==> src/hw/rtl/crc32_frame_checker_macros.svh <==
// Assertion macros shared by the frame checker RTL.
`ifndef CRC32_FRAME_CHECKER_MACROS_SVH
`define CRC32_FRAME_CHECKER_MACROS_SVH

// Same-cycle implication, clocked on clk, off while rst_n is low.
`define CRC32FC_ASSERT(label, ante, cons, msg) \
    label: assert property (@(posedge clk) disable iff (!rst_n) (ante) |-> (cons)) \
        else $error(msg);

// Next-cycle implication, clocked on clk, off while rst_n is low.
`define CRC32FC_ASSERT_NEXT(label, ante, cons, msg) \
    label: assert property (@(posedge clk) disable iff (!rst_n) (ante) |=> (cons)) \
        else $error(msg);

`endif

==> src/hw/rtl/crc32fc_pkg.sv <==
// Types, constants and the byte-wide CRC function of the frame checker.
package crc32fc_pkg;

    localparam int LINE_DEPTH = 32;
    localparam int FILL_W     = 6;
    localparam int COUNT_W    = 16;
    localparam int CRC_W      = 32;

    localparam logic [CRC_W-1:0]   CRC_POLY   = 32'hEDB8_8320;
    localparam logic [CRC_W-1:0]   CRC_INIT   = 32'hFFFF_FFFF;
    localparam logic [CRC_W-1:0]   CRC_XOROUT = 32'hFFFF_FFFF;
    localparam logic [COUNT_W-1:0] COUNT_MAX  = 16'hFFFF;

    // Upper seven bits shared by the ASCII characters '0' and '1'
    localparam logic [6:0] CHAR_BIN_HI = 7'h18;

    typedef logic [FILL_W-1:0]  fill_t;
    typedef logic [COUNT_W-1:0] count_t;
    typedef logic [CRC_W-1:0]   crc_t;

    typedef enum logic [1:0] {
        STATUS_MATCH    = 2'd0,
        STATUS_MISMATCH = 2'd1,
        STATUS_SHORT    = 2'd2
    } status_t;

    typedef struct packed {
        status_t status;
        count_t  valid_frames;
        crc_t    computed_crc;
    } result_t;

    // Reflected CRC-32 update with one byte
    function automatic crc_t crc32_byte(input crc_t crc, input logic [7:0] data);
        crc_t v;
        v = {24'd0, crc[7:0] ^ data};
        for (int k = 0; k < 8; k++)
        begin
            if (v[0])
            begin
                v = (v >> 1) ^ CRC_POLY;
            end
            else
            begin
                v = v >> 1;
            end
        end
        return (crc >> 8) ^ v;
    endfunction

endpackage

==> src/hw/rtl/crc32fc_outbuf.sv <==
// Two-entry result buffer: output register plus skid register.
module crc32fc_outbuf (
    input  logic                 clk,
    input  logic                 rst_n,
    input  logic                 load,
    input  crc32fc_pkg::result_t load_data,
    input  logic                 out_ready,
    output logic                 out_valid,
    output crc32fc_pkg::result_t out_data,
    output logic                 in_ready
);
    import crc32fc_pkg::*;

    `include "crc32_frame_checker_macros.svh"

    logic    main_valid_reg;
    logic    main_valid_next;
    logic    skid_valid_reg;
    logic    skid_valid_next;
    result_t main_reg;
    result_t main_next;
    result_t skid_reg;
    result_t skid_next;
    logic    pop;

    assign pop       = main_valid_reg && out_ready;
    assign in_ready  = !skid_valid_reg;
    assign out_valid = main_valid_reg;
    assign out_data  = main_reg;

    // Advance skid into the output slot, park a new result behind a stall
    always_comb
    begin
        main_valid_next = main_valid_reg;
        skid_valid_next = skid_valid_reg;
        main_next       = main_reg;
        skid_next       = skid_reg;
        if (!main_valid_reg || pop)
        begin
            if (skid_valid_reg)
            begin
                main_next       = skid_reg;
                main_valid_next = 1'b1;
                skid_valid_next = load;
                skid_next       = load_data;
            end
            else
            begin
                main_valid_next = load;
                main_next       = load_data;
            end
        end
        else if (load)
        begin
            skid_valid_next = 1'b1;
            skid_next       = load_data;
        end
    end

    always_ff @(posedge clk or negedge rst_n)
    begin
        if (!rst_n)
        begin
            main_valid_reg <= 1'b0;
            skid_valid_reg <= 1'b0;
        end
        else
        begin
            main_valid_reg <= main_valid_next;
            skid_valid_reg <= skid_valid_next;
        end
    end

    always_ff @(posedge clk)
    begin
        main_reg <= main_next;
        skid_reg <= skid_next;
    end

    `CRC32FC_ASSERT(a_skid_behind_main, skid_valid_reg, main_valid_reg, "skid full with empty output")
    `CRC32FC_ASSERT_NEXT(a_stall_holds, main_valid_reg && !out_ready, main_valid_reg && (main_reg == $past(main_reg)), "stalled result changed")

endmodule

==> config.mk <==
export PLATFORM = sky130hd
export DESIGN_NAME = crc32fc_outbuf
export DESIGN_NICKNAME = d
export VERILOG_FILES = /design/src/hw/rtl/crc32fc_pkg.sv /design/src/hw/rtl/crc32fc_outbuf.sv
export VERILOG_INCLUDE_DIRS = /design/src /design/src/hw/rtl
export SDC_FILE = /design/constraint.sdc
export NUM_CORES = 1
export LEC_CHECK = 0
export BUFFER_PORTS_ARGS = -buffer_cell sky130_fd_sc_hd__buf_4
export CORE_MARGIN = 2
export CORE_UTILIZATION = 40
export CTS_CLUSTER_SIZE = 10
export DETAILED_ROUTE_END_ITERATION = 10
export SLEW_MARGIN = 20
export SYNTH_ARGS = -nofsm -noshare
export SYNTH_HDL_FRONTEND = slang
export SYNTH_SLANG_ARGS = --single-unit
==> constraint.sdc <==
create_clock -name clk -period 4.15 [get_ports clk]
set_clock_uncertainty 0.05 [all_clocks]
set_input_delay 0.2075 -clock clk [delete_from_list [all_inputs] [get_ports clk]]
set_output_delay 0.2075 -clock clk [all_outputs]
set_load 0.1 [all_outputs]
# Word-level counts from Yosys, hierarchy flattened
# Cells that the tools add are included.
[word_totals]
out_inout_bits = 52
input_bits = 54
word_cells = 23
register_bits = 102
[classes]
n_eq_ne = 1
mux = 8
n_reduce_logical = 6
[ops]
columns = ["cell", "n"]
rows = [
  ["$mux W50", 4],
  ["$mux W1", 4],
  ["$logic_not A1 Y1", 2],
  ["$ne A2 B2 Y1 const B", 1],
  ["$reduce_and A2 Y1", 1],
  ["$reduce_bool A2 Y1", 1],
  ["$logic_and A1 B1 Y1", 1],
  ["$logic_or A1 B1 Y1", 1],
]

# Depth between registers and ports, before layout
[logic_depth]
ltp_word = 4
ltp_mapped = 3
depth_no_buf = 2

# Worst setup path before layout
# OpenSTA, ideal clock, no wires.
[synth_timing]
kind = "reg2reg"
startpoint = "register main_valid_reg (netlist: out_valid)"
endpoint = "register main_reg (netlist bit out_data[0]), enable pin"
path_slack_ps = 1661
arrival_ps = 2034
n_path_buf = 0
stages_incl_launch_ff = 3
path_cell_list = "dfrtp_1 nor2b_1 inv_1"
[synth_via]
elab_chain_cells = 2
[synth_rtl]
columns = ["item", "line_no", "source"]
rows = [
  ["start, declared", "crc32fc_outbuf.sv:16", "logic main_valid_reg;"],
  ["start signal, assigned", "crc32fc_outbuf.sv:69", "main_valid_reg <= main_valid_next;"],
  ["$logic_not A1 Y1 / $logic_and A1 B1 Y1 (equally long branches)", "crc32fc_outbuf.sv:38, crc32fc_outbuf.sv:26", ""],
  ["$logic_or A1 B1 Y1 *", "crc32fc_outbuf.sv:38", "if (!main_valid_reg || pop)"],
  ["end signal, assigned", "crc32fc_outbuf.sv:76", "main_reg <= main_next;"],
  ["end, declared", "crc32fc_outbuf.sv:20", "result_t main_reg;"],
]
# Mark *: on every way between the ends. The rest lies on a longest branch, timed or not.
# A chain may end at the register's enable or synchronous reset.

# Final worst setup path
[layout_timing]
startpoint = "register skid_valid_reg"
endpoint = "register skid_reg[2] (netlist bit), enable pin"
[layout_via]
elab_chain_cells = 2
[layout_rtl]
columns = ["item", "line_no", "source"]
rows = [
  ["start, declared", "crc32fc_outbuf.sv:18", "logic skid_valid_reg;"],
  ["start signal, assigned", "crc32fc_outbuf.sv:70", "skid_valid_reg <= skid_valid_next;"],
  ["$ne A2 B2 Y1 (no source line)", "-", ""],
  ["$reduce_and A2 Y1 (no source line)", "-", ""],
  ["end signal, assigned", "crc32fc_outbuf.sv:77", "skid_reg <= skid_next;"],
  ["end, declared", "crc32fc_outbuf.sv:22", "result_t skid_reg;"],
]
# Every way passes these cells.

==> flow_summary.toml <==
[worst_setup_path]
crit_chain = "mux2_4"
endpoint_kind = "register"
crit_path_start_kind = "register"
startpoint = "skid_valid_reg$_DFFE_PN0P_"
path_max_fanout = 54
required_ns = 4.09
worstSetupPathType = "reg -> reg"
arrival_ns = 2.20
worst-path-buf-inv = 0
r2r_start = "skid_valid_reg$_DFFE_PN0P_"
cpPeakStageDelay_ns = 1.05
crit_family = "flip-flops"
cp_slowest_cell = "dfrtp_4"

[sta]
worst_pin_slew_ns = 1.04
final_max_slew_viol_count = 0
hold_viol = 0
setup_tns_ns = 0
slew_headroom_pct = 30.3
setup_viol = 0
max_freq_mhz = 443
fin_ws_ns = 1.89
rsz0062_at_grt = "no"
fin_crit_sh_pct = 54.4
min_period_ns = 2.26

[route]
via_count = 2015
dr.pass1.iters = 4
wl_per_cell_um = 15.0
vias_per_cell = 4.35
drt_iter0_markers = 61
wirelength_mm = 6.93
ant_nets = 0
drc_errors = 0

[clock_network]
cts_made_buffers = 9
ctsResizeCount = 0
cts_sinks = 102
cts_setup_buffers = 0
htree_levels = 3
cts-root-buf = "clkbuf_8"
worstSkewPairLatency_ns = 0.36
cts_buffer_depth = 2
cts_tree = "built"
clk_pin_slew_worst_paths_ns = 0.09

[global_route]
antenna_found_initial = 0
grt_first_pass_wirelength_mm = 9.82
grt_use_met1_pct = 16.0
grt_max_degree = 55
grt_overflow_total = 0
grtUsageTotal_pct = 12.7
grt.busiest_layer = "met2"
grt_use_met3_pct = 4.70
grt_util_met2_pct = 20.1
grt_pass1_vias = 1989

[cells_and_area]
fill_cells = 748
antennaDiodeCount = 0
nNetsFinal = 379
drive_above_1_share_pct = 52.7
mostFrequentLayoutCells = "buf_4 (105), edfxtp_1 (100), dlygate4sd3_1 (51)"
layout_commonest_cell = "buf_4"
areaGrowthSynthToFinish_pct = 39.5

[yosys]
synth_area_um2 = 3950
ys_seq_area_share_pct = 77.4
ys_seq_elements = 102
syn_inst = 164
avgSynthCellArea_um2 = 24.1
synth_fp_nets = 218
synth.distinct_cells = 10
ys_warn_count = 0

[placement]
port_buffers = 105
dp_slack_ns = 1.84
globalplace.congestion = 0.647

[floorplanning]
start_util_pct = 40.7
fp.coreArea_um2 = 9680
chipWidth_um = 103
num_rows = 36
ioPinCount = 106
die_area_um2 = 10700
die_height_um = 103

[run_status]
status = "completed"

[job]
drv_cap = 0

[min_path]
hp-start = "load"
hold_path_class = "in -> reg"

[pwr]
p_leak_nw = 2.22
p_total_mw = 2.77
worst_ir_drop_vdd_mv = 0.324
p_per_area_nw_per_um2 = 503
[metrics by stage]
step / cell area (um2) / std cells / util (%) / hold WS (ns)
after global routing: 5510 / 463 / 56.9 / 0.0103
after detailed placement: 4800 / 396 / 49.5 / -0.0547
after floorplan: 3950 / 164 / - / -0.138
after CTS: 5510 / 463 / 56.9 / 0.00744
after global placement: 4790 / 396 / 49.5 / -0.0575
final: 5510 / 463 / 56.9 / 0.0204
[where the power goes]
group / internal [mW] / leakage, nW / switching, mW
Combinational: 0.248 / 1.12 / 0.554
Clock: 0.283 / 0.0931 / 0.343
Sequential: 1.28 / 1.00 / 0.0656
[cell type report]
cell class | instances | area [um2] | share of cell area [%]
flip-flops and latches | 102 | 3060 | 55.5
clock inverters | 6 | 71.3 | 1.30
multi-input cells | 54 | 778 | 14.1
clock buffers | 10 | 128 | 2.32
inverters | 2 | 7.51 | 0.136
repair buffers | 156 | 1300 | 23.6
well taps | 133 | 166 | 3.02
[per-layer routing]
metal / wire length [um] / up-vias
met2: 3430 / 69
li1: - / 966
met3: 363 / 9
met1: 3040 / 971
met4: 95 / 0
met5: 0 / -
[kinds of logic (layout without fill, tap and decap cells)]
logic type               count (synthesis)  after routing  synth area share [%]
flip-flops                             102            102                  77.4
multiplexers                            51             51                  19.0
AND/OR/NAND/NOR                          2              2                 0.317
adder cells (fa/ha/maj)                  1              1                 0.285
buffers and inverters                    8            174                  3.01
[synthesized netlist by cell type (all sizes together)]
library cell	count	area share [%]
inv	2	0.19
mux2	51	19
nor2b	1	0.16
dfrtp	2	1.3
edfxtp	100	76
maj3	1	0.29
buf	6	2.8
or3	1	0.16
[final timing paths]
kind / endpoint / slack, ns / cells after the start
worst max-delay path: skid_reg[2]$_DFFE_PP_ / 1.89 / 1
worst min-delay path: out_valid$_DFFE_PN0P_ / 0.02 / 2
worst max register to register: skid_reg[2]$_DFFE_PP_ / 1.89 / 1
worst min register to register: out_data[29]$_DFFE_PP_ / 0.50 / 1
max in group asynchronous: skid_valid_reg$_DFFE_PN0P_ / 3.83 / 2
min in group asynchronous: out_valid$_DFFE_PN0P_ / 0.12 / 2
[repair_timing]
action	in CTS	in global routing
endpoints found under the hold margin	52	0
setup endpoints to repair	0	0
hold buffers	51	0
(Power assumes the default switching activity.)
